**src/hw/rtl/hetu_pkg.sv**
```systemverilog
// ----------------------------------------------------------------------------
// hetu_pkg - shared types and constants of the HTML entity decoder
// Outcome record passed from parser to encoder, character codes, the named
// entity table and the UTF-8 framing constants.
// ----------------------------------------------------------------------------
package hetu_pkg;

  // Text characters the parser reacts to
  localparam logic [7:0] CH_AMP  = 8'h26;  // '&'
  localparam logic [7:0] CH_HASH = 8'h23;  // '#'
  localparam logic [7:0] CH_SEMI = 8'h3B;  // ';'
  localparam logic [7:0] CH_XLO  = 8'h78;  // 'x'
  localparam logic [7:0] CH_XUP  = 8'h58;  // 'X'
  localparam logic [7:0] CH_D0   = 8'h30;  // '0'
  localparam logic [7:0] CH_D9   = 8'h39;  // '9'
  localparam logic [7:0] CH_ALO  = 8'h61;  // 'a'
  localparam logic [7:0] CH_FLO  = 8'h66;  // 'f'
  localparam logic [7:0] CH_AUP  = 8'h41;  // 'A'
  localparam logic [7:0] CH_FUP  = 8'h46;  // 'F'

  // Code point limits and UTF-8 class bounds
  localparam logic [31:0] CP_MAX   = 32'h0010_FFFF;
  localparam logic [20:0] CP_LIM1  = 21'h00_007F;
  localparam logic [20:0] CP_LIM2  = 21'h00_07FF;
  localparam logic [20:0] CP_LIM3  = 21'h00_FFFF;
  localparam logic [7:0]  LEAD2    = 8'hC0;
  localparam logic [7:0]  LEAD3    = 8'hE0;
  localparam logic [7:0]  LEAD4    = 8'hF0;
  localparam logic [7:0]  CONT     = 8'h80;
  localparam logic [4:0]  MASK2    = 5'h1F;
  localparam logic [3:0]  MASK3    = 4'h0F;
  localparam logic [2:0]  MASK4    = 3'h07;
  localparam logic [5:0]  MASK_C   = 6'h3F;

  // One outcome of an attempt: code point to encode, or a failure
  typedef struct packed {
    logic        ok;
    logic [20:0] cp;
    logic [3:0]  consumed;
  } outcome_t;

  // Named entity table, strings right-aligned
  localparam int NAME_COUNT = 31;

  localparam logic [63:0] NAME_STR [NAME_COUNT] = '{
    "amp", "lt", "gt", "quot", "apos", "nbsp", "copy", "reg",
    "trade", "mdash", "ndash", "bull", "hellip", "prime", "Prime", "lsquo",
    "rsquo", "ldquo", "rdquo", "laquo", "raquo", "times", "divide", "plusmn",
    "deg", "sect", "para", "euro", "pound", "yen", "cent"
  };

  localparam logic [2:0] NAME_CHARS [NAME_COUNT] = '{
    3'd3, 3'd2, 3'd2, 3'd4, 3'd4, 3'd4, 3'd4, 3'd3,
    3'd5, 3'd5, 3'd5, 3'd4, 3'd6, 3'd5, 3'd5, 3'd5,
    3'd5, 3'd5, 3'd5, 3'd5, 3'd5, 3'd5, 3'd6, 3'd6,
    3'd3, 3'd4, 3'd4, 3'd4, 3'd5, 3'd3, 3'd4
  };

  localparam logic [20:0] NAME_CP [NAME_COUNT] = '{
    21'h26,   21'h3C,   21'h3E,   21'h22,   21'h27,   21'hA0,   21'hA9,   21'hAE,
    21'h2122, 21'h2014, 21'h2013, 21'h2022, 21'h2026, 21'h2032, 21'h2033, 21'h2018,
    21'h2019, 21'h201C, 21'h201D, 21'hAB,   21'hBB,   21'hD7,   21'hF7,   21'hB1,
    21'hB0,   21'hA7,   21'hB6,   21'h20AC, 21'hA3,   21'hA5,   21'hA2
  };

  // Character j (from the left) of table entry i; only valid for j below the length
  function automatic logic [7:0] name_chr(input int unsigned i, input logic [2:0] j);
    logic [2:0] sh;
    sh = NAME_CHARS[i] - 3'd1 - j;
    return NAME_STR[i][{sh, 3'b000} +: 8];
  endfunction

endpackage

```
**src/hw/rtl/hetu_front.sv**
```systemverilog
// ----------------------------------------------------------------------------
// hetu_front - entity parser
// Takes one text byte per cycle while the outcome queue is not full, tracks the
// open attempt and pushes one outcome record per attempt into the outcome queue.
// ----------------------------------------------------------------------------
module hetu_front #(
  parameter int MAX_SEMI_INDEX = 12
) (
  input  logic              clk,
  input  logic              rst,
  input  logic [7:0]        in_byte,
  input  logic              start_req,
  input  logic              at_end,
  input  logic              byte_valid,
  output logic              byte_stall,
  input  logic              q_full,
  output logic              push,
  output hetu_pkg::outcome_t rec
);
  import hetu_pkg::*;

  localparam logic [3:0] MAX_POS = 4'(MAX_SEMI_INDEX);

  localparam logic [2:0] MODE_IDLE = 3'd0;
  localparam logic [2:0] MODE_AMP  = 3'd1;
  localparam logic [2:0] MODE_HASH = 3'd2;
  localparam logic [2:0] MODE_DEC  = 3'd3;
  localparam logic [2:0] MODE_HEX  = 3'd4;
  localparam logic [2:0] MODE_NAME = 3'd5;
  localparam logic [2:0] MODE_BAD  = 3'd6;

  logic [2:0]            mode, mode_next;
  logic [3:0]            pos, pos_next;
  logic [31:0]           code, code_next;
  logic [NAME_COUNT-1:0] match, match_next;

  logic                  accept;
  logic                  is_dec, is_hex_lo, is_hex_up;
  logic [3:0]            digit;
  logic [31:0]           code_dec, code_hex;
  logic [3:0]            name_idx;
  logic [NAME_COUNT-1:0] chr_hit;
  logic [3:0]            nlen;
  logic                  name_hit;
  logic [20:0]           name_cp;
  logic [4:0]            cons_sum;
  logic [3:0]            cons;
  outcome_t              fin_rec;
  outcome_t              fail0_rec;

  // Queue full holds the byte stream
  assign byte_stall = q_full;
  assign accept     = byte_valid & ~q_full;

  // Digit classes; low nibble is the value for 0-9, plus 9 for letters
  assign is_dec    = (in_byte >= CH_D0)  && (in_byte <= CH_D9);
  assign is_hex_lo = (in_byte >= CH_ALO) && (in_byte <= CH_FLO);
  assign is_hex_up = (in_byte >= CH_AUP) && (in_byte <= CH_FUP);
  assign digit     = is_dec ? in_byte[3:0] : in_byte[3:0] + 4'd9;

  // Value update, modulo 2^32
  assign code_dec = {code[28:0], 3'b000} + {code[30:0], 1'b0} + {28'd0, in_byte[3:0]};
  assign code_hex = {code[27:0], digit};

  // Running name match: one bit per table entry
  assign name_idx = (mode == MODE_AMP) ? 4'd0 : pos - 4'd1;

  always_comb begin
    for (int i = 0; i < NAME_COUNT; i++) begin
      chr_hit[i] = (name_idx < 4'(NAME_CHARS[i])) &&
                   (name_chr(i, name_idx[2:0]) == in_byte);
    end
  end

  // Name lookup at the semicolon
  assign nlen = pos - 4'd1;

  always_comb begin
    name_hit = 1'b0;
    name_cp  = '0;
    for (int i = 0; i < NAME_COUNT; i++) begin
      if (match[i] && (4'(NAME_CHARS[i]) == nlen)) begin
        name_hit = 1'b1;
        name_cp  = name_cp | NAME_CP[i];
      end
    end
  end

  // Consumed count, saturated at 15
  assign cons_sum = {1'b0, pos} + 5'd1;
  assign cons     = (cons_sum > 5'd15) ? 4'hF : cons_sum[3:0];

  // Outcome when the semicolon arrives
  always_comb begin
    fin_rec.consumed = cons;
    fin_rec.ok       = 1'b0;
    fin_rec.cp       = '0;
    if ((mode == MODE_DEC) || (mode == MODE_HEX)) begin
      if ((code != '0) && (code <= CP_MAX)) begin
        fin_rec.ok = 1'b1;
        fin_rec.cp = code[20:0];
      end
    end else if (mode == MODE_NAME) begin
      if (name_hit) begin
        fin_rec.ok = 1'b1;
        fin_rec.cp = name_cp;
      end
    end
  end

  assign fail0_rec = '{ok: 1'b0, cp: 21'd0, consumed: 4'd0};

  // Parser step per accepted byte
  always_comb begin
    mode_next  = mode;
    pos_next   = pos;
    code_next  = code;
    match_next = match;
    push       = 1'b0;
    rec        = fin_rec;
    if (accept) begin
      if (start_req) begin
        if ((in_byte != CH_AMP) || at_end) begin
          mode_next = MODE_IDLE;
          push      = 1'b1;
          rec       = fail0_rec;
        end else begin
          mode_next = MODE_AMP;
          pos_next  = 4'd1;
          code_next = '0;
        end
      end else if (mode != MODE_IDLE) begin
        if (in_byte == CH_SEMI) begin
          mode_next = MODE_IDLE;
          push      = 1'b1;
          rec       = fin_rec;
        end else if ((pos >= MAX_POS) || at_end) begin
          mode_next = MODE_IDLE;
          push      = 1'b1;
          rec       = fail0_rec;
        end else begin
          pos_next = pos + 4'd1;
          unique case (mode)
            MODE_AMP: begin
              if (in_byte == CH_HASH) begin
                mode_next = MODE_HASH;
              end else begin
                mode_next  = MODE_NAME;
                match_next = chr_hit;
              end
            end
            MODE_HASH: begin
              if ((in_byte == CH_XLO) || (in_byte == CH_XUP)) begin
                mode_next = MODE_HEX;
              end else if (is_dec) begin
                mode_next = MODE_DEC;
                code_next = {28'd0, in_byte[3:0]};
              end else begin
                mode_next = MODE_BAD;
              end
            end
            MODE_DEC: begin
              if (is_dec) code_next = code_dec;
              else        mode_next = MODE_BAD;
            end
            MODE_HEX: begin
              if (is_dec || is_hex_lo || is_hex_up) code_next = code_hex;
              else                                  mode_next = MODE_BAD;
            end
            MODE_NAME: begin
              match_next = match & chr_hit;
            end
            default: begin
            end
          endcase
        end
      end
    end
  end

  // State registers
  always_ff @(posedge clk) begin
    if (rst) begin
      mode <= MODE_IDLE;
      pos  <= '0;
      code <= '0;
    end else begin
      mode <= mode_next;
      pos  <= pos_next;
      code <= code_next;
    end
  end

  // Match vector is payload, written before it is read
  always_ff @(posedge clk) begin
    match <= match_next;
  end

endmodule

```
**src/hw/rtl/hetu_fifo.sv**
```systemverilog
// ----------------------------------------------------------------------------
// hetu_fifo - outcome queue
// Short register queue between parser and encoder.
// ----------------------------------------------------------------------------
module hetu_fifo #(
  parameter int DEPTH = 4
) (
  input  logic               clk,
  input  logic               rst,
  input  logic               push,
  input  hetu_pkg::outcome_t wr_data,
  output logic               full,
  input  logic               pop,
  output logic               empty,
  output hetu_pkg::outcome_t rd_data
);
  import hetu_pkg::*;

  localparam int PW = (DEPTH > 1) ? $clog2(DEPTH) : 1;
  localparam int CW = $clog2(DEPTH + 1);

  outcome_t        mem [DEPTH];
  logic [PW-1:0]   wr_ptr, rd_ptr;
  logic [CW-1:0]   count;
  logic            do_push, do_pop;

  assign full    = (count == CW'(DEPTH));
  assign empty   = (count == '0);
  assign do_push = push & ~full;
  assign do_pop  = pop & ~empty;
  assign rd_data = mem[rd_ptr];

  // Pointers and fill count
  always_ff @(posedge clk) begin
    if (rst) begin
      wr_ptr <= '0;
      rd_ptr <= '0;
      count  <= '0;
    end else begin
      if (do_push) wr_ptr <= (wr_ptr == PW'(DEPTH - 1)) ? '0 : wr_ptr + 1'b1;
      if (do_pop)  rd_ptr <= (rd_ptr == PW'(DEPTH - 1)) ? '0 : rd_ptr + 1'b1;
      case ({do_push, do_pop})
        2'b10:   count <= count + 1'b1;
        2'b01:   count <= count - 1'b1;
        default: count <= count;
      endcase
    end
  end

  // Entry storage
  always_ff @(posedge clk) begin
    if (do_push) mem[wr_ptr] <= wr_data;
  end

endmodule

```
**src/hw/rtl/hetu_back.sv**
```systemverilog
// ----------------------------------------------------------------------------
// hetu_back - UTF-8 encoder
// Turns the outcome at the queue head into one to four result transactions
// through a registered output stage.
// ----------------------------------------------------------------------------
module hetu_back (
  input  logic               clk,
  input  logic               rst,
  input  logic               q_empty,
  input  hetu_pkg::outcome_t head,
  output logic               pop,
  output logic [7:0]         out_byte,
  output logic               ok,
  output logic [3:0]         consumed,
  output logic               is_last,
  output logic               result_valid,
  input  logic               result_stall
);
  import hetu_pkg::*;

  logic [1:0]  idx;
  logic [1:0]  nm1;
  logic [1:0]  rem;
  logic [23:0] cpx;
  logic [7:0]  lead;
  logic [7:0]  enc;
  logic        load;
  logic        last_now;

  // Byte count minus one; a failure is a single zero byte
  always_comb begin
    if (!head.ok)                nm1 = 2'd0;
    else if (head.cp <= CP_LIM1) nm1 = 2'd0;
    else if (head.cp <= CP_LIM2) nm1 = 2'd1;
    else if (head.cp <= CP_LIM3) nm1 = 2'd2;
    else                         nm1 = 2'd3;
  end

  // Lead byte per length
  always_comb begin
    case (nm1)
      2'd0:    lead = head.ok ? head.cp[7:0] : 8'h00;
      2'd1:    lead = LEAD2 | {3'b000, head.cp[10:6] & MASK2};
      2'd2:    lead = LEAD3 | {4'h0, head.cp[15:12] & MASK3};
      default: lead = LEAD4 | {5'b00000, head.cp[20:18] & MASK4};
    endcase
  end

  // Continuation byte: six bits counted from the end
  assign cpx      = {3'b000, head.cp};
  assign rem      = nm1 - idx;
  assign enc      = (idx == 2'd0) ? lead
                                  : (CONT | {2'b00, cpx[{rem, 2'b00} + {1'b0, rem, 1'b0} +: 6]
                                              & MASK_C});
  assign last_now = (idx == nm1);

  assign load = ~result_valid | ~result_stall;
  assign pop  = load & ~q_empty & last_now;

  // Output stage control
  always_ff @(posedge clk) begin
    if (rst) begin
      result_valid <= 1'b0;
      idx          <= '0;
    end else if (load) begin
      result_valid <= ~q_empty;
      if (!q_empty) idx <= last_now ? 2'd0 : idx + 2'd1;
    end
  end

  // Output payload
  always_ff @(posedge clk) begin
    if (load && !q_empty) begin
      out_byte <= enc;
      ok       <= head.ok;
      consumed <= head.consumed;
      is_last  <= last_now;
    end
  end

endmodule

```
**src/hw/rtl/html_entity_to_utf8.sv**
```systemverilog
// ----------------------------------------------------------------------------
// html_entity_to_utf8 - streaming HTML character reference decoder
// Parses one entity candidate per attempt and emits its UTF-8 bytes, or a
// single failure result.
//
//   channel   valid          stall          payload
//   text in   byte_valid     byte_stall     in_byte, start_req, at_end
//   result    result_valid   result_stall   out_byte, ok, consumed, is_last
//
// One text byte is taken per cycle; the parser answers in the cycle it sees
// the byte and queues one outcome per attempt.
// The encoder gives one result byte per cycle when not stalled, one to four per outcome, so
// text bytes stall only when the outcome queue (QUEUE_DEPTH entries) is full.
// The closing byte's outcome passes through the outcome queue and the registered output stage.
// Synchronous reset clears the parser, queue and output stage; no clearing pass.
// ----------------------------------------------------------------------------
module html_entity_to_utf8 #(
  parameter int MAX_SEMI_INDEX = 12,
  parameter int QUEUE_DEPTH    = 4
) (
  input  logic       clk,
  input  logic       rst,
  input  logic [7:0] in_byte,
  input  logic       start_req,
  input  logic       at_end,
  input  logic       byte_valid,
  output logic       byte_stall,
  output logic [7:0] out_byte,
  output logic       ok,
  output logic [3:0] consumed,
  output logic       is_last,
  output logic       result_valid,
  input  logic       result_stall
);
  import hetu_pkg::*;

  logic     q_full, q_empty, q_push, q_pop;
  outcome_t q_wr, q_head;

  // Parser
  hetu_front #(.MAX_SEMI_INDEX(MAX_SEMI_INDEX)) u_front (
    .clk        (clk),
    .rst        (rst),
    .in_byte    (in_byte),
    .start_req  (start_req),
    .at_end     (at_end),
    .byte_valid (byte_valid),
    .byte_stall (byte_stall),
    .q_full     (q_full),
    .push       (q_push),
    .rec        (q_wr)
  );

  // Outcome queue
  hetu_fifo #(.DEPTH(QUEUE_DEPTH)) u_fifo (
    .clk     (clk),
    .rst     (rst),
    .push    (q_push),
    .wr_data (q_wr),
    .full    (q_full),
    .pop     (q_pop),
    .empty   (q_empty),
    .rd_data (q_head)
  );

  // Encoder
  hetu_back u_back (
    .clk          (clk),
    .rst          (rst),
    .q_empty      (q_empty),
    .head         (q_head),
    .pop          (q_pop),
    .out_byte     (out_byte),
    .ok           (ok),
    .consumed     (consumed),
    .is_last      (is_last),
    .result_valid (result_valid),
    .result_stall (result_stall)
  );

  // A failure is one zero byte closing its attempt
  a_fail_single: assert property (@(posedge clk) disable iff (rst)
    result_valid && !ok |-> is_last && (out_byte == 8'h00))
    else $error("failure result not a single zero byte");

  // The shortest decodable reference spans four bytes
  a_ok_consumed: assert property (@(posedge clk) disable iff (rst)
    result_valid && ok |-> consumed >= 4'd4)
    else $error("decoded byte with too short a reference");

  // Bytes of one code point follow without a gap
  a_burst_dense: assert property (@(posedge clk) disable iff (rst)
    result_valid && !result_stall && !is_last |=> result_valid)
    else $error("gap inside a multi-byte result");

  // Stall on text only while the queue is full
  a_stall_full: assert property (@(posedge clk) disable iff (rst)
    byte_stall |-> !q_pop || q_full)
    else $error("text stalled without a full queue");

endmodule
```
**config.mk**
```make
export PLATFORM = sky130hd
export DESIGN_NAME = html_entity_to_utf8
export DESIGN_NICKNAME = d
export VERILOG_FILES = /design/src/hw/rtl/hetu_pkg.sv /design/src/hw/rtl/hetu_front.sv /design/src/hw/rtl/hetu_fifo.sv /design/src/hw/rtl/hetu_back.sv /design/src/hw/rtl/html_entity_to_utf8.sv
export SDC_FILE = /design/constraint.sdc
export NUM_CORES = 1
export LEC_CHECK = 0
export ABC_AREA = 1
export BUFFER_PORTS_ARGS = -buffer_cell sky130_fd_sc_hd__buf_2
export CORE_AREA = 2 2 145 254
export DETAILED_ROUTE_END_ITERATION = 10
export DIE_AREA = 0 0 147 256
export SYNTH_ARGS = -nofsm -noshare
export SYNTH_HDL_FRONTEND = slang
export SYNTH_SLANG_ARGS = --single-unit
```
**constraint.sdc**
```tcl
create_clock -name clk -period 8.6 [get_ports clk]
set_input_delay 0 -clock clk [delete_from_list [all_inputs] [get_ports clk]]
set_output_delay 0 -clock clk [all_outputs]
set_load 0.02 [all_outputs]
```
==> impl_results.md, run 1 <==
- Tightest Hold Check Type: in -> reg
- Sw Share: 44.9%
- Chip Width: between 100 and 150 um
- Max Clock Skew: ~18 ps
- H-Tree Level Count: 4
- Initial core utilization: approximately 39%
- Delay-heaviest family, CP: buffers and inverters
- Worst Reg-to-Reg Cells: 16
- Tmin final: around 4700 ps
- Post-synth EDFFs: 149
- Post-synthesis sequential area ratio: 39.1%
- NetSw: about 1.7 mW
- Flop2flop setup slack: 3850 ps
- P&R area growth vs syn: 8.13%
- Final Cell Area: 15,200 um2
- Unrepaired setup endpoints after global routing: no
- Ports: 30
- Largest net degree at the start of global routing: 54
- Final Cycle Share: 55.2%
- Share of layout cells above drive strength 1: 7.28%
- Slew at the pin closest to its max-slew limit: 927 ps
- Area occupied by multi-input gates: 7570 um2
- Synth cell types: 65
- Core area: roughly 36,000 um2
- Total negative setup slack: 0 ps
- Largest stage delay, worst path: around 580 ps
- Crit Path Category: reg -> reg
- Synth Flop Type: edfxtp_1
- Crit path required time: 8920 ps
- Die Span Y: 256 um
- Port bufs: 29
- Cell mode on critical path: o21ai_0
- Vias/cell: 5.60
- Register Area: 5500 um2
- # rows: a little over 90
- Num CTS Buffers: 17
- DRC violations left: 0
- Clock latency on the worst-skew pair: between 400 and 500 ps
- Final wirelength: 44,700 um
- Reg power frac: between 30% and 40%
- CTS root buffer: clkbuf_16
- Worst Setup EP: u_back.out_byte[0]$_DFFE_PP_
- Vias: 12,800
- DPL Wire Length: between 30,000 and 40,000 um
- Final Hold Viols: 0
- Ys Warns: 0
- First-pass GRT wire length: 69,500 um
- Slew headroom: 38.2%
- Syn Inst Count: 1,808
- Syn_nets: roughly 1,900
- CP Max Fanout: 53
- Pwr Density: roughly 240 nW/um2
- # nets final: roughly 1,900
- Post-CTS setup buffer count: 0
- CP max-delay cell: ha_1
- Global route overflow: 0
- Comb power frac: between 40% and 50%
- Die footprint: 37,600 um2
- Max cap viols: 0
- Synthesized area: roughly 14,000 um2
- DRT Pass-1 Iters: 7
- Worst-path clk slew: 90 ps
- Reg-to-Reg End: u_back.out_byte[0]$_DFFE_PP_
- WP depth: 16
- Clock Path Buffers: 2
- Pint: 2.05 mW
- Setup Viol. Count Final: 0
- Sink Count: 200
- Initial antenna violation count: 0
- Arr. time, crit path: 5060 ps
- Synth Register Bits: 200
- Inserted Diodes: 0
- Pleak: around 6.3 nW
- Routed Antenna Nets: 0
- GP Congestion: 0.947
- Startpoint Class: register
- GR Util All Layers: 23.9%
- Buf+Inv Stages, Crit Path: 4
- Post-DP Area: 14,600 um2
- Peak VDD IR: 156 uV
- Fill cells: 3,693
- Clk pwr share: 23.0%
- Initial drt markers: 755
- Outcome: complete, no violations
- Max Clk Rate: roughly 210 MHz
- Average routed wire per standard cell: 19.6 um
- Post-synth ARST share: 0%
- Syn avg cell area: 7.78 um2
- CTS tree: built
- Max-slew violation total from the final report: 0
- Vias in the first global route: 12,700
- Setup crit end kind: register
- Crit-path cells: buf_4 > inv_4 > nand2_1 > nand3_1 > nand2_1 > nand3_1 > nor2_2 > inv_1 > o21ai_0 > ha_1 > ha_1 > clkinv_1 > a21oi_1 > o21ai_0 > a32o_1 > o21ai_0
==> state kept, by name (all words and copies together), names as in the netlist, named ones only <==
| signal | flops |
|---|---|
| u_fifo.mem | 104 |
| u_front.code | 32 |
| u_front.match | 31 |
| u_back.out_byte | 8 |
| u_back.consumed | 4 |
| u_front.pos | 4 |
| u_fifo.count | 3 |
| u_front.mode | 3 |
| u_back.idx | 2 |
| u_fifo.rd_ptr | 2 |
| u_fifo.wr_ptr | 2 |
| u_back.is_last | 1 |
| u_back.ok | 1 |
| u_back.result_valid | 1 |
==> logic make-up after synthesis <==
logic type / after synthesis / share of synthesized area (%)
DFF: 200 / 39.1
xor gates and xnor gates: 56 / 3.68
AOI/OAI and AO/OA: 364 / 15.1
and+or+nand+nor: 844 / 26.1
adders and majority gates: 98 / 8.88
buffers and inverters: 246 / 7.17
==> routing by layer <==
| layer | vias up | global-route usage, % | share of wire [%] |
|---|---|---|---|
| met5 | - | 0 | 0 |
| met4 | 0 | 16.1 | 7.0 |
| met3 | 163 | 2.73 | 2.8 |
| met2 | 369 | 46.9 | 56 |
| met1 | 6016 | 22.8 | 35 |
| li1 | 6224 | - | - |
==> worst reg2reg max path, stage by stage (launching register included) <==
cell      delay (ps)
dfxtp_1          320
buf_4            440
inv_4            360
nand2_1          160
nand3_1           80
nand2_1          130
nand3_1          100
nor2_2           200
inv_1             60
o21ai_0          390
ha_1             580
ha_1             590
clkinv_1         470
a21oi_1          240
o21ai_0          110
a32o_1           230
o21ai_0          150
==> power by group through the flow <==
stage               Combinational [mW]  Clock, mW  Sequential, mW
floorplan                         1.16          0            1.26
global placement                  1.63          0            1.23
detailed placement                1.64          0            1.23
CTS                               1.64      0.865            1.21
global route                      1.84      0.897            1.21
finish                            1.66      0.854            1.20
==> layout by cell type (no fill, tap or decap), drive strengths merged, types with 5 or more instances in the layout <==
| master | count |
|---|---|
| nor4 | 18 |
| nand4 | 23 |
| nand2 | 438 |
| nand3 | 141 |
| o31ai | 5 |
| a211oi | 11 |
| clkinv | 11 |
| clkbuf | 17 |
| ha | 95 |
| nor3 | 59 |
| o22ai | 17 |
| dfxtp | 51 |
| xnor2 | 9 |
| o221ai | 7 |
| a21o | 6 |
| nor2 | 153 |
| a32o | 9 |
| edfxtp | 149 |
| buf | 41 |
| o2111ai | 10 |
| a21oi | 136 |
| inv | 180 |
| o21ai | 128 |
| o211ai | 8 |
| xor2 | 47 |
==> how the worst min path moves through the flow <==
stage	startpoint	endpoint	slack, ps	depth (start not counted)
4_1_cts	in_byte[7]	u_front.match[22]$_DFFE_PP_	40	4
3_3_place_gp	result_stall	u_back.result_valid$_SDFFE_PP0P_	300	5
6_report	in_byte[7]	u_front.match[22]$_DFFE_PP_	60	4
5_1_grt	in_byte[7]	u_front.match[22]$_DFFE_PP_	70	4
2_1_floorplan	result_stall	u_back.result_valid$_SDFFE_PP0P_	200	4
3_5_place_dp	result_stall	u_back.result_valid$_SDFFE_PP0P_	320	5
==> cell usage after synthesis, types with 11 or more instances <==
library cell	n	share of area, %
inv_1	152	4.1
edfxtp_1	149	32
nand4_1	22	0.98
nand3_1	138	4.9
a211oi_1	11	0.59
nor3_1	54	1.9
nand2_1	431	12
buf_2	19	0.68
a21oi_1	135	4.8
nor4_1	17	0.76
dfxtp_1	51	7.3
xor2_1	46	2.9
o22ai_1	17	0.76
inv_2	18	0.48
nor2_1	145	3.9
clkbuf_1	36	0.96
o21ai_0	118	4.2
ha_1	95	8.5
==> area by class of cell <==
cell class | instances | share of cell area [%]
repair buffers | 42 | 1.61
clock inverters | 15 | 1.39
multi-input cells | 1362 | 49.8
clock buffers | 17 | 2.80
well taps | 470 | 3.87
inverters | 176 | 4.38
flip-flops and latches | 200 | 36.1
==> through the flow <==
step	utilization (%)	setup WS [ps]	hold slack [ps]	power, mW	std cells
after floorplan	-	2290	204	2.42	1808
after global placement	40.8	4030	302	2.85	2249
after detailed placement	40.8	3930	316	2.86	2249
after CTS	42.6	3900	39.2	3.71	2282
after global routing	42.6	3370	72.1	3.95	2282
final	42.6	3850	58.0	3.71	2282
==> what timing repair did <==
action	in CTS	in global routing
hold buffers	1	0
hold endpoints to repair	1	0
gates resized for setup	0	0
Note: power is estimated with default switching activity, not from simulation.
==> run 2, diff against run 1 <==
==> constraint.sdc (replaced) <==
create_clock -name clk -period 4.9 [get_ports clk]
set_input_delay 0 -clock clk [delete_from_list [all_inputs] [get_ports clk]]
set_output_delay 0 -clock clk [all_outputs]
set_load 0.02 [all_outputs]
==> run 2 against run 1 <==
  * Clock-buffer cell count unchanged
  * Via count grew 0.36%
  * Critical path type unchanged
  * Largest power group unchanged
  * Sequential cell count unchanged
  * Sequential power grew 75%
  * Non-clock buffer count is 2 higher
==> impl_results.md, run 2 (synthesized netlist as in run 1, its figures left out) <==
- Num CTS Buffers: 17
- Total negative setup slack: 0 ps
- Final wirelength: 45,100 um
- DRT Pass-1 Iters: 5
- Core area: 35,700 um2
- Crit Path Category: reg -> reg
- Ports: 30
- Setup Viol. Count Final: 0
- Share of layout cells above drive strength 1: 7.39%
- DRC violations left: 0
- Crit path required time: 5170 ps
- # nets final: 1,913
- Port bufs: 29
- Final Hold Viols: 0
- Unrepaired setup endpoints after global routing: no
- Final Cycle Share: 90.4%
- Sink Count: 200
- Total power: about 6.6 mW
- Final Cell Area: 15,200 um2
- Setup crit end kind: register
- GR Util All Layers: 24.1%
- Outcome: complete, no violations
- Average routed wire per standard cell: 19.8 um
- CTS tree: built
- Max Clk Rate: 226 MHz
- Most frequent cells in the layout: nand2_1 (431), inv_1 (152), edfxtp_1 (149)
- Hold Worst Slack: 71.9 ps
- Startpoint Class: register
- Pleak: 6.30 nW
- Non-filler cells, final: 2,284
- Final design utilization: 42.7%
- Slew at the pin closest to its max-slew limit: between 900 and 1000 ps
- Post-DP Area: approximately 15,000 um2
- Largest register by flop count: u_fifo.mem
- Clock latency on the worst-skew pair: 460 ps
- Routed Antenna Nets: 0
- Die Span Y: 256 um
- Arr. time, crit path: between 4000 and 5000 ps
- Max reg flops: 104
- Max cap viols: 0
- Die footprint: roughly 38,000 um2
- Chip Width: approximately 150 um
- DPL Wire Length: ~34,000 um
- H-Tree Level Count: 4
- Initial drt markers: 802
- Worst-path clk slew: roughly 80 ps
- Vias: 12,800
- CP Max Fanout: 14
- Pwr Density: approximately 430 nW/um2
- Clock Path Buffers: 2
- Largest net degree at the start of global routing: 53
- Inst Count DP: ~2,300
- Worst setup margin: 469 ps
- First-pass GRT wire length: between 70,000 and 80,000 um
- Peak VDD IR: 282 uV
- Initial antenna violation count: 0
- Max Clock Skew: ~13 ps
- Inserted Diodes: 0
- CTS root buffer: clkbuf_16
- Vias/cell: 5.61
- P&R area growth vs syn: 8.25%
- Max-slew violation total from the final report: 0
- Initial core utilization: 39.4%
- Pre-CTS setup slack: ~620 ps
- Slew headroom: 40.0%
- Tmin final: 4430 ps
- GP Congestion: between 1 and 1.5
- Leading registers by flop count: u_fifo.mem (104), u_front.code (32), u_front.match (31)
- PostCTS Resize Cnt: 0
- Vias in the first global route: 12,800
- Leading cell type in the layout, fill and taps excluded: nand2_1
- Global route overflow: 0
- # rows: between 90 and 100
- Tightest Hold Check Type: in -> reg
-- run 2: layer usage --
layer  share of wire [%]  routed length [um]  track usage (%)  vias up
met1                  35               15700             23.4     6062
li1                    -                   -                -     6207
met4                 6.8                3080             16.2        0
met3                 3.1                1410             2.62      162
met2                  55               25000             47.0      387
met5                   0                   0                0        -
-- run 2: layout make-up --
class	instances	area [um2]
Inverter	176	666
Timing Repair Buffer	44	260
Tap cell	470	588
Sequential cell	200	5500
Multi-Input combinational cell	1362	7570
Clock inverter	15	213
Fill cell	3700	20500
Clock buffer	17	425
-- run 2: worst paths after layout --
path	start	cells after the start	slack [ps]	end
worst max-delay path	u_front.pos[0]$_SDFFE_PP0P_	14	470	u_front.match[18]$_DFFE_PP_
worst max register to register	u_front.pos[0]$_SDFFE_PP0P_	14	470	u_front.match[18]$_DFFE_PP_
worst min-delay path	in_byte[7]	4	70	u_front.match[22]$_DFFE_PP_
worst min register to register	u_front.code[31]$_SDFFE_PP0P_	2	480	u_front.code[31]$_SDFFE_PP0P_
-- run 2: worst max-delay path, stage by stage (launching register included) --
cell	delay [ps]
dfxtp_1	500
inv_2	120
ha_1	350
inv_1	80
nand2_1	370
ha_1	390
inv_1	160
ha_1	620
inv_2	180
nor2_1	260
nor2_1	60
or3_1	470
nor2_2	300
nand3_1	160
nor4_1	210
-- run 2: power breakdown --
| part | leakage (nW) | switching [mW] | internal (mW) | total, mW |
|---|---|---|---|---|
| combinational | 4.17 | 2.09 | 0.861 | 2.95 |
| clock | 0.309 | 0.767 | 0.754 | 1.52 |
| sequential | 1.83 | 0.0762 | 2.03 | 2.10 |
| total | 6.30 | 2.93 | 3.64 | 6.58 |
-- run 2: what timing repair did --
item                                    in CTS  in global routing
hold buffers                                 1                  0
buffers inserted                             0                  0
endpoints found under the setup margin       0                  0
hold endpoints to repair                     1                  0
==> run 3, diff against run 2 <==
--- a/config.mk
+++ b/config.mk
@@ -10,6 +10,8 @@
 export CORE_AREA = 2 2 145 254
 export DETAILED_ROUTE_END_ITERATION = 10
 export DIE_AREA = 0 0 147 256
+export PLACE_DENSITY_LB_ADDON = 0.3
+export SETUP_SLACK_MARGIN = 0.05
 export SYNTH_ARGS = -nofsm -noshare
 export SYNTH_HDL_FRONTEND = slang
 export SYNTH_SLANG_ARGS = --single-unit
==> run 3 against run 2 <==
  * Worst setup slack better by 150 ps
  * Utilization about the same
  * Hold slack better by 25 ps
  * Non-clock buffer count up 5
  * Clock-buffer cell count unchanged
  * Register-to-register slack better by 150 ps
  * Via count up 0.63%
  * Highest routed layer unchanged
  * Global-route usage up 0.18 points
  * First-iteration DRC count down 3.1%
  * Die area unchanged
  * Design area up 0.12%
==> impl_results.md, run 3 (synthesized netlist as in run 1, its figures left out) <==
- Post-DP Area: ~15,000 um2
- Max-slew violation total from the final report: 0
- Post-CTS setup buffer count: 0
- Vias: 12,900
- Setup crit end kind: register
- Worst setup margin: 623 ps
- Fill cells: 3,703
- Non-filler cells, final: roughly 2,300
- Routed Antenna Nets: 0
- Core area: 35,700 um2
- Max Clock Skew: roughly 19 ps
- DRT Pass-1 Iters: 5
- H-Tree Level Count: 4
- Final Cycle Share: ~87%
- Initial drt markers: 777
- Worst-path clk slew: 80 ps
- Ports: 30
- Die footprint: 37,600 um2
- DRC violations left: 0
- Initial core utilization: 39.4%
- Num CTS Buffers: 17
- Share of layout cells above drive strength 1: 7.70%
- Vias in the first global route: between 10,000 and 15,000
- Pre-CTS setup slack: 678 ps
- Leading registers by flop count: u_fifo.mem (104), u_front.code (32), u_front.match (31)
- Average routed wire per standard cell: 19.9 um
- P&R area growth vs syn: 8.37%
- Inst Count DP: 2,256
- GR Util All Layers: 24.3%
- Global route overflow: 0
- Initial antenna violation count: 0
- Port bufs: 29
- Final Cell Area: 15,200 um2
- Clock latency on the worst-skew pair: approximately 470 ps
- Max reg flops: between 100 and 150
- Final Hold Viols: 0
- Final wirelength: about 46,000 um
- Outcome: complete, no violations
- Pwr Density: 430 nW/um2
- Chip Width: 147 um
- CTS tree: built
- Max cap viols: 0
- Arr. time, crit path: between 4000 and 5000 ps
- # nets final: 1,918
- Largest register by flop count: u_fifo.mem
- First-pass GRT wire length: about 70,000 um
- Leading cell type in the layout, fill and taps excluded: nand2_1
- Hold endpoint: u_front.match[22]$_DFFE_PP_
- Worst Reg-to-Reg Cells: 16
- Sink Count: 200
- Final design utilization: approximately 43%
- Crit Path Category: reg -> reg
- Inserted Diodes: 0
- Tmin final: 4280 ps
- CTS root buffer: clkbuf_16
- Peak VDD IR: ~250 uV
- GP Congestion: approximately 1.0
- Startpoint Class: register
- Crit path required time: 5210 ps
- Total negative setup slack: 0 ps
- Hold path start: in_byte[7]
- CP Max Fanout: 52
- Total power: 6.55 mW
- Slew at the pin closest to its max-slew limit: a little under 900 ps
- Tightest Hold Check Type: in -> reg
- Reg-to-Reg End: u_back.out_byte[2]$_DFFE_PP_
- Largest net degree at the start of global routing: 53
- Setup Viol. Count Final: 0
- Unrepaired setup endpoints after global routing: no
- Worst hold stages: 4
- Slew headroom: between 40% and 50%
- DPL Wire Length: ~35,000 um
- Max Clk Rate: 234 MHz
- Hold Worst Slack: 97.0 ps
- Vias/cell: 5.64
- Flop2flop setup slack: 620 ps
- Die Span Y: approximately 260 um
- Pleak: 6.31 nW
- # rows: 92
- Clock Path Buffers: 2
- Most frequent cells in the layout: nand2_1 (431), inv_1 (152), edfxtp_1 (149)
[run 3: cell types whose count changed in the layout (fill, tap and decap cells not counted), moves of 2 or more]
cell | before | now
buf_4 | 14 | 19
clkinvlp_4 | 0 | 2
inv_8 | 3 | 1
clkinv_8 | 4 | 6
[run 3: per-layer routing]
layer  track usage (%)  share of wire [%]  wire, um  vias to the layer above
li1                  -                  -         -                     6254
met1              22.7                 35     15800                     6140
met2              49.1                 56     25700                      345
met3              2.42                2.5      1150                      160
met4              15.0                6.7      3050                        0
met5                 0                  0         0                        -
[run 3: what timing repair did]
| item | 4_1_cts | 5_1_grt |
|---|---|---|
| gates resized for setup | 0 | 0 |
| hold buffers | 1 | 0 |
| hold endpoints to repair | 1 | 0 |
| endpoints found under the setup margin | 0 | 0 |
[run 3: worst max-delay path by stage]
stage                                      start  slack [ps]                           end  depth (start not counted)
global route                            register         240  u_back.out_byte[2]$_DFFE_PP_                         16
finish                                  register         620  u_back.out_byte[2]$_DFFE_PP_                         16
global placement                        register         720  u_back.out_byte[1]$_DFFE_PP_                         15
floorplan           u_fifo.count[0]$_SDFFE_PP0P_         120    u_front.match[0]$_DFFE_PP_                          4
detailed placement                      register         680  u_back.out_byte[1]$_DFFE_PP_                         15
CTS                                     register         670  u_back.out_byte[1]$_DFFE_PP_                         15
[run 3: report_power, final]
| part | switching [mW] | total [mW] | internal [mW] |
|---|---|---|---|
| logic | 2.08 | 2.96 | 0.880 |
| clock network | 0.764 | 1.46 | 0.697 |
| registers | 0.104 | 2.13 | 2.03 |
| total | 2.95 | 6.55 | 3.60 |
[run 3: final cells by class]
cell class                 instances  area [um2]  area share [%]
timing repair buffer              49         298            1.95
tap                              470         588            3.86
clock buffer                      17         425            2.79
clock inverter                    15         191            1.26
multi-input combinational       1362        7570            49.7
sequential                       200        5500            36.1
inverter                         176         666            4.37
[run 3: critical path, cell delays in order, from the launching register on]
cell and delay, ps:
dfxtp_2 640, inv_4 320, nand2_1 140, nand3_1 80, nand2_1 130, nand3_1 110, nor2_2 170, inv_1 50
o21ai_0 420, ha_1 400, ha_1 490, clkinv_1 440, a21oi_1 260, o21ai_0 120, nand3_1 90, o21ai_0 90
o21ai_0 150
